<file path="src/hdl/iym_pkg.sv">
// shared types, constants and tables for the metropolis spin flip block
// no dependencies
package iym_pkg;

	localparam int SITES      = 1024;
	localparam int SITE_W     = $clog2(SITES);
	localparam int MAX_RADIUS = 512;
	localparam int RMAX       = (MAX_RADIUS < SITES / 2) ? MAX_RADIUS : SITES / 2;
	localparam int RAD_W      = 10;
	localparam int MAG_W      = 12;
	localparam int EXP_CUT    = 12;

	localparam logic [MAG_W-1:0] TOTAL_RESET = MAG_W'(-SITES);

	typedef enum logic [1:0] {
		CFG_BETA   = 2'd0,
		CFG_FIELD  = 2'd1,
		CFG_RATIO  = 2'd2,
		CFG_CUTOFF = 2'd3
	} cfg_idx_t;

	typedef struct packed {
		logic              op;
		logic [SITE_W-1:0] site;
		logic              spin_value;
		logic [15:0]       uniform;
	} in_t;

	typedef struct packed {
		logic              [SITE_W-1:0] site_out;
		logic                           new_spin;
		logic                           flipped;
		logic signed       [MAG_W-1:0]  magnetization;
	} out_t;

	typedef enum logic [3:0] {
		S_CLEAR, S_IDLE, S_LOOK, S_OWN, S_NRD, S_NACC, S_DE, S_MULX,
		S_EXP0, S_HMUL, S_HDIV, S_HUPD, S_EMUL, S_FIN
	} state_t;

	typedef struct packed {
		logic clr;
		logic latch;
		logic look;
		logic own;
		logic nrd;
		logic nacc;
		logic de;
		logic mulx;
		logic exp0;
		logic hmul;
		logic hdiv;
		logic hupd;
		logic emul;
		logic fin;
	} cmd_t;

	typedef struct packed {
		logic clr_last;
		logic trial;
		logic rmax_zero;
		logic r_last;
		logic de_le0;
		logic x_big;
		logic j_one;
		logic out_free;
	} sts_t;

	// exp(-k) in Q1.16, rounded
	function automatic logic [16:0] expk(input logic [3:0] k);
		logic [16:0] v;
		unique case (k)
			4'd0:    v = 17'd65536;
			4'd1:    v = 17'd24109;
			4'd2:    v = 17'd8869;
			4'd3:    v = 17'd3263;
			4'd4:    v = 17'd1200;
			4'd5:    v = 17'd442;
			4'd6:    v = 17'd162;
			4'd7:    v = 17'd60;
			4'd8:    v = 17'd22;
			4'd9:    v = 17'd8;
			4'd10:   v = 17'd3;
			4'd11:   v = 17'd1;
			default: v = 17'd0;
		endcase
		return v;
	endfunction

	// ceil(2^19 / j): (t * m) >> 19 gives t / j exactly for any 16-bit t
	function automatic logic [19:0] div_recip(input logic [3:0] j);
		logic [19:0] m;
		unique case (j)
			4'd1:    m = 20'd524288;
			4'd2:    m = 20'd262144;
			4'd3:    m = 20'd174763;
			4'd4:    m = 20'd131072;
			4'd5:    m = 20'd104858;
			4'd6:    m = 20'd87382;
			4'd7:    m = 20'd74899;
			4'd8:    m = 20'd65536;
			default: m = 20'd0;
		endcase
		return m;
	endfunction

endpackage

</file>
<file path="src/hdl/iym_ctrl.sv">
// sequencer for clear sweep, neighbor sum, exponential and result
// depends on iym_pkg
module iym_ctrl (
	input  logic          clk,
	input  logic          arst_n,
	input  logic          in_valid,
	input  iym_pkg::sts_t sts,
	output logic          in_stall,
	output iym_pkg::cmd_t cmd
);

	iym_pkg::state_t state_q, state_nx;

	always_ff @(posedge clk or negedge arst_n) begin
		if (!arst_n) begin
			state_q <= iym_pkg::S_CLEAR;
		end else begin
			state_q <= state_nx;
		end
	end

	always_comb begin
		state_nx = state_q;
		unique case (state_q)
			iym_pkg::S_CLEAR: if (sts.clr_last) state_nx = iym_pkg::S_IDLE;
			iym_pkg::S_IDLE:  if (in_valid) state_nx = iym_pkg::S_LOOK;
			iym_pkg::S_LOOK:  state_nx = iym_pkg::S_OWN;
			iym_pkg::S_OWN: begin
				if (!sts.trial)         state_nx = iym_pkg::S_FIN;
				else if (sts.rmax_zero) state_nx = iym_pkg::S_DE;
				else                    state_nx = iym_pkg::S_NRD;
			end
			iym_pkg::S_NRD:   state_nx = iym_pkg::S_NACC;
			iym_pkg::S_NACC:  state_nx = sts.r_last ? iym_pkg::S_DE : iym_pkg::S_NRD;
			iym_pkg::S_DE:    state_nx = iym_pkg::S_MULX;
			iym_pkg::S_MULX:  state_nx = sts.de_le0 ? iym_pkg::S_FIN : iym_pkg::S_EXP0;
			iym_pkg::S_EXP0:  state_nx = sts.x_big ? iym_pkg::S_FIN : iym_pkg::S_HMUL;
			iym_pkg::S_HMUL:  state_nx = iym_pkg::S_HDIV;
			iym_pkg::S_HDIV:  state_nx = iym_pkg::S_HUPD;
			iym_pkg::S_HUPD:  state_nx = sts.j_one ? iym_pkg::S_EMUL : iym_pkg::S_HMUL;
			iym_pkg::S_EMUL:  state_nx = iym_pkg::S_FIN;
			iym_pkg::S_FIN:   if (sts.out_free) state_nx = iym_pkg::S_IDLE;
			default:          state_nx = iym_pkg::S_CLEAR;
		endcase
	end

	always_comb begin
		cmd      = '0;
		in_stall = 1'b1;
		unique case (state_q)
			iym_pkg::S_CLEAR: cmd.clr = 1'b1;
			iym_pkg::S_IDLE: begin
				in_stall  = 1'b0;
				cmd.latch = in_valid;
			end
			iym_pkg::S_LOOK:  cmd.look = 1'b1;
			iym_pkg::S_OWN:   cmd.own  = 1'b1;
			iym_pkg::S_NRD:   cmd.nrd  = 1'b1;
			iym_pkg::S_NACC:  cmd.nacc = 1'b1;
			iym_pkg::S_DE:    cmd.de   = 1'b1;
			iym_pkg::S_MULX:  cmd.mulx = 1'b1;
			iym_pkg::S_EXP0:  cmd.exp0 = 1'b1;
			iym_pkg::S_HMUL:  cmd.hmul = 1'b1;
			iym_pkg::S_HDIV:  cmd.hdiv = 1'b1;
			iym_pkg::S_HUPD:  cmd.hupd = 1'b1;
			iym_pkg::S_EMUL:  cmd.emul = 1'b1;
			iym_pkg::S_FIN:   cmd.fin  = sts.out_free;
			default:          cmd = '0;
		endcase
	end

endmodule

</file>
<file path="config.mk">
export PLATFORM = sky130hd
export DESIGN_NAME = iym_ctrl
export DESIGN_NICKNAME = d
export VERILOG_FILES = /design/src/hdl/iym_pkg.sv /design/src/hdl/iym_ctrl.sv
export SDC_FILE = /design/constraint.sdc
export NUM_CORES = 1
export LEC_CHECK = 0
export ABC_AREA = 1
export BUFFER_PORTS_ARGS = -buffer_cell sky130_fd_sc_hd__buf_2
export CAP_MARGIN = 0
export CORE_AREA = 2 2 39 41
export CTS_CLUSTER_DIAMETER = 80
export DETAILED_ROUTE_END_ITERATION = 16
export DIE_AREA = 0 0 41 43
export PLACE_DENSITY = 0.65
export REMOVE_ABC_BUFFERS = 1
export SYNTH_ARGS = -nofsm -noshare
export SYNTH_HDL_FRONTEND = slang
export SYNTH_SLANG_ARGS = --single-unit
</file>
<file path="constraint.sdc">
create_clock -name clk -period 1.1 [get_ports clk]
set_input_delay 0.11 -clock clk [delete_from_list [all_inputs] [get_ports clk]]
set_output_delay 0.11 -clock clk [all_outputs]
set_load 0.05 [all_outputs]
</file>
==> metrics.md <==
| Metric | Value |
|---|---|
| Result of the run | complete, but fails checks |
| Violations in the final reports | setup timing |
| Clock transition time at the flip-flop clock pins of the worst setup and hold paths | 0.04 ns |
| Share of Yosys cell area claimed by the top area cell type | 23.3% |
| Max stage delay cell, worst path | dfrtp_2 |
| IO Pins | 26 |
| DR vias/cell | 4.70 |
| Standard-cell rows | 14 |
| Maximum cell stage delay along the critical path | 0.46 ns |
| R2r worst-path depth | 9 |
| Sequential-to-total area share from yosys stat | 23.3% |
| Startpoint-to-endpoint class of the critical path | flip-flop to output pin |
| Global-route wire length before repair | 2270 um |
| Overflow left after global routing | 0 |
| Worst slew margin relative to its limit | 84.3% |
| Source of the worst register-to-register timing path | state_q[1]$_DFFE_PN0P_ |
| Total number of nets in the final design | 142 |
| Share of final-layout standard cells stronger than drive strength 1 | 63.6% |
| Vias | 682 |
| Largest net degree at the start of global routing | 7 |
| Die outline area | 0.00176 mm^2 |
| Number of synthesized flops with an enable pin | 0 |
| Final Critical Period | 1.45 ns |
| Ys flop type | dfrtp_1 |
| Hold violation total from the final report | 0 |
| Initial Utilization | 31.0% |
| Largest registers ranked by flip-flop count | state_q (4) |
| Synthesized instance count | 86 |
| Max Root-Sink Buffers | 2 |
| CTS sink cnt | 4 |
| Cell type contributing the most total cell area after synthesis | dfrtp_1 |
| Port Buffers | 25 |
| Clock latency reported for the late side of the worst-skew pair | 0.23 ns |
| Number of global-route vias before repair | 581 |
| Critical path's top delay family | flip-flops |
| Cells along the critical path | inv_4, nand2_4, nor2_4, inv_2, nor2_2, buf_6 |
| Die width | 41 um |
| H-tree depth | 1 |
| Endpoint of the worst register-to-register path | state_q[0]$_DFFE_PN0P_ |
| Area of the mapped netlist | 429 um^2 |
| Initial antenna violation count | 0 |
| Area growth from synthesis to final layout | 129% |
| Startpoint types | flip-flop |
| Upper clock frequency limit | 690 MHz |
| Leakage power summed over all cells | 0.539 nW |
| Path type of the worst min-delay path | primary input to asynchronous set/reset pin |
| Arr. time, crit path | 1.34 ns |
| Antenna-violating nets left | 0 |
| Async set-reset flop share out of synthesis | 100% |
| Worst Slack Setup Final | -0.348 ns |
| Violation count after the first detailed-routing iteration | 18 |
| Largest reg by FF count | state_q |
| Flop and latch count out of synthesis | 4 |
| Chip Height | 43 um |
| Count of final max-slew check failures | 0 |
| Max FFs per register | 4 |
| Required time at the worst-slack endpoint | 0.99 ns |
| Clock tree from TritonCTS | yes |
| Unrepaired setup endpoints after global routing | true |
| Peak supply drop | 1610 uV |
| N_diodes | 0 |
| Global router's overall resource usage | 19.2% |
| Area of all placed cells without fillers | 982 um^2 |
| Worst-case register-to-register setup slack | -0.21 ns |
| Accumulated negative setup slack | -5.01 ns |
| Post-route clock period utilization | 132% |
| Most frequent cell after synthesis | nor2_1 |
| Number of detailed-route iterations in the first pass | 4 |
| Clock root buffer master | clkbuf_4 |
| CTS buffer count | 3 |
| Maximum fanout along the worst path | 5 |
| Post-Route Skew | 0.00398 ns |
| Core footprint | 0.00138 mm^2 |
| Total length of routed wires | 1830 um |
| Final routed wire length divided by cell count | 12.6 um |
| Synthesized area per cell | 4.99 um^2 |
| Number of buffers and inverters on the critical path | 3 |
| Detailed-route DRC error count | 0 |
| Top cells by count, synth | nor2_1 (25), inv_1 (23), nand2_1 (21) |
| GP Congestion | 0.848 |
| Cell types with the largest area share after synthesis | dfrtp_1 (23%), nor2_1 (22%), inv_1 (20%) |
| Post-detail-place hpwl | 1050 um |
| Slew of the pin with the lowest slew margin | 0.236 ns |
| Cell area after placement | 627 um^2 |
| Number of distinct library cell variants in the gate-level netlist after synthesis | 10 |
| Count of synthesis-stage warnings from yosys | 0 |
| Final hold slack | 0.208 ns |
| Endpoint class of the critical path | output pin |
| Setup-violating endpoint count in the final report | 19 |
| # Max-Cap Violations | 0 |
| Power density over the cells | 3190 mW/mm^2 |
==> metal layers <==
layer / wire, um / vias up / track usage, %
met2: 963 / 25 / 31.9
met1: 762 / 310 / 22.5
li1: - / 343 / -
met5: 0 / - / 0
met3: 58 / 4 / 2.09
met4: 44 / 0 / 10.0
==> layout by cell type, fill, tap and decap left out, drive strengths merged <==
cell type	instances
buf	39
nor2	25
inv	23
nand2	21
nand3	6
dfrtp	4
o21ai	3
clkbuf	3
nor3	1
nand4	1
a21oi	1
o2111ai	1
dlygate4sd3	1
==> worst max path at each step <==
| stage | start | end | slack (ns) | cells past startpoint |
|---|---|---|---|---|
| 2_1_floorplan | state_q[2]$_DFFE_PN0P_ | cmd[12] | -0.67 | 5 |
| 3_3_place_gp | state_q[3]$_DFFE_PN0P_ | cmd[12] | -0.16 | 6 |
| 3_5_place_dp | state_q[3]$_DFFE_PN0P_ | cmd[12] | -0.17 | 6 |
| 4_1_cts | state_q[1]$_DFFE_PN0P_ | cmd[3] | -0.32 | 5 |
| 5_1_grt | state_q[1]$_DFFE_PN0P_ | cmd[12] | -0.42 | 6 |
| 6_report | state_q[1]$_DFFE_PN0P_ | cmd[12] | -0.35 | 6 |
==> area by class of cell <==
class,count,area (um^2)
flip-flops and latches,4,103
inverters,23,88.8
clock buffers,3,22.5
repair buffers,40,349
well taps,16,20.0
fillers,106,402
multi-input cells,59,399
==> cells by family (layout without fill, tap and decap cells) <==
kind of cell | after synthesis | in the layout | share of synthesized area, %
compound gates | 5 | 5 | 6.70
simple gates | 54 | 54 | 49.9
flops | 4 | 4 | 23.3
buf+inv | 23 | 66 | 20.1
==> per-stage QoR <==
| step | utilization, % | setup slack [ns] | cells | power (W) |
|---|---|---|---|---|
| finish | 71.0 | -0.348 | 145 | 0.00313 |
| global route | 71.0 | -0.419 | 145 | 0.00333 |
| CTS | 58.8 | -0.324 | 141 | 0.00255 |
| detailed placement | 45.3 | -0.166 | 134 | 0.00188 |
| global placement | 45.3 | -0.157 | 134 | 0.00188 |
| floorplan | - | -0.672 | 86 | 0.00140 |
==> where the power goes <==
| group | internal, W | switching, W | leakage [nW] |
|---|---|---|---|
| registers | 0.000231 | 0.000150 | 0.0474 |
| logic | 0.00100 | 0.00157 | 0.478 |
| clock network | 0.000122 | 0.0000531 | 0.0138 |
| total | 0.00136 | 0.00178 | 0.539 |
==> what timing repair did <==
item / CTS / global route
gates resized for setup: 47 / 44
endpoints found under the hold margin: 4 / 0
hold buffers: 1 / 0
buffers inserted: 3 / 4
pin swaps: 8 / 10
setup endpoints to repair: 19 / 19
No activity file was read; power rests on OpenSTA's default activity.
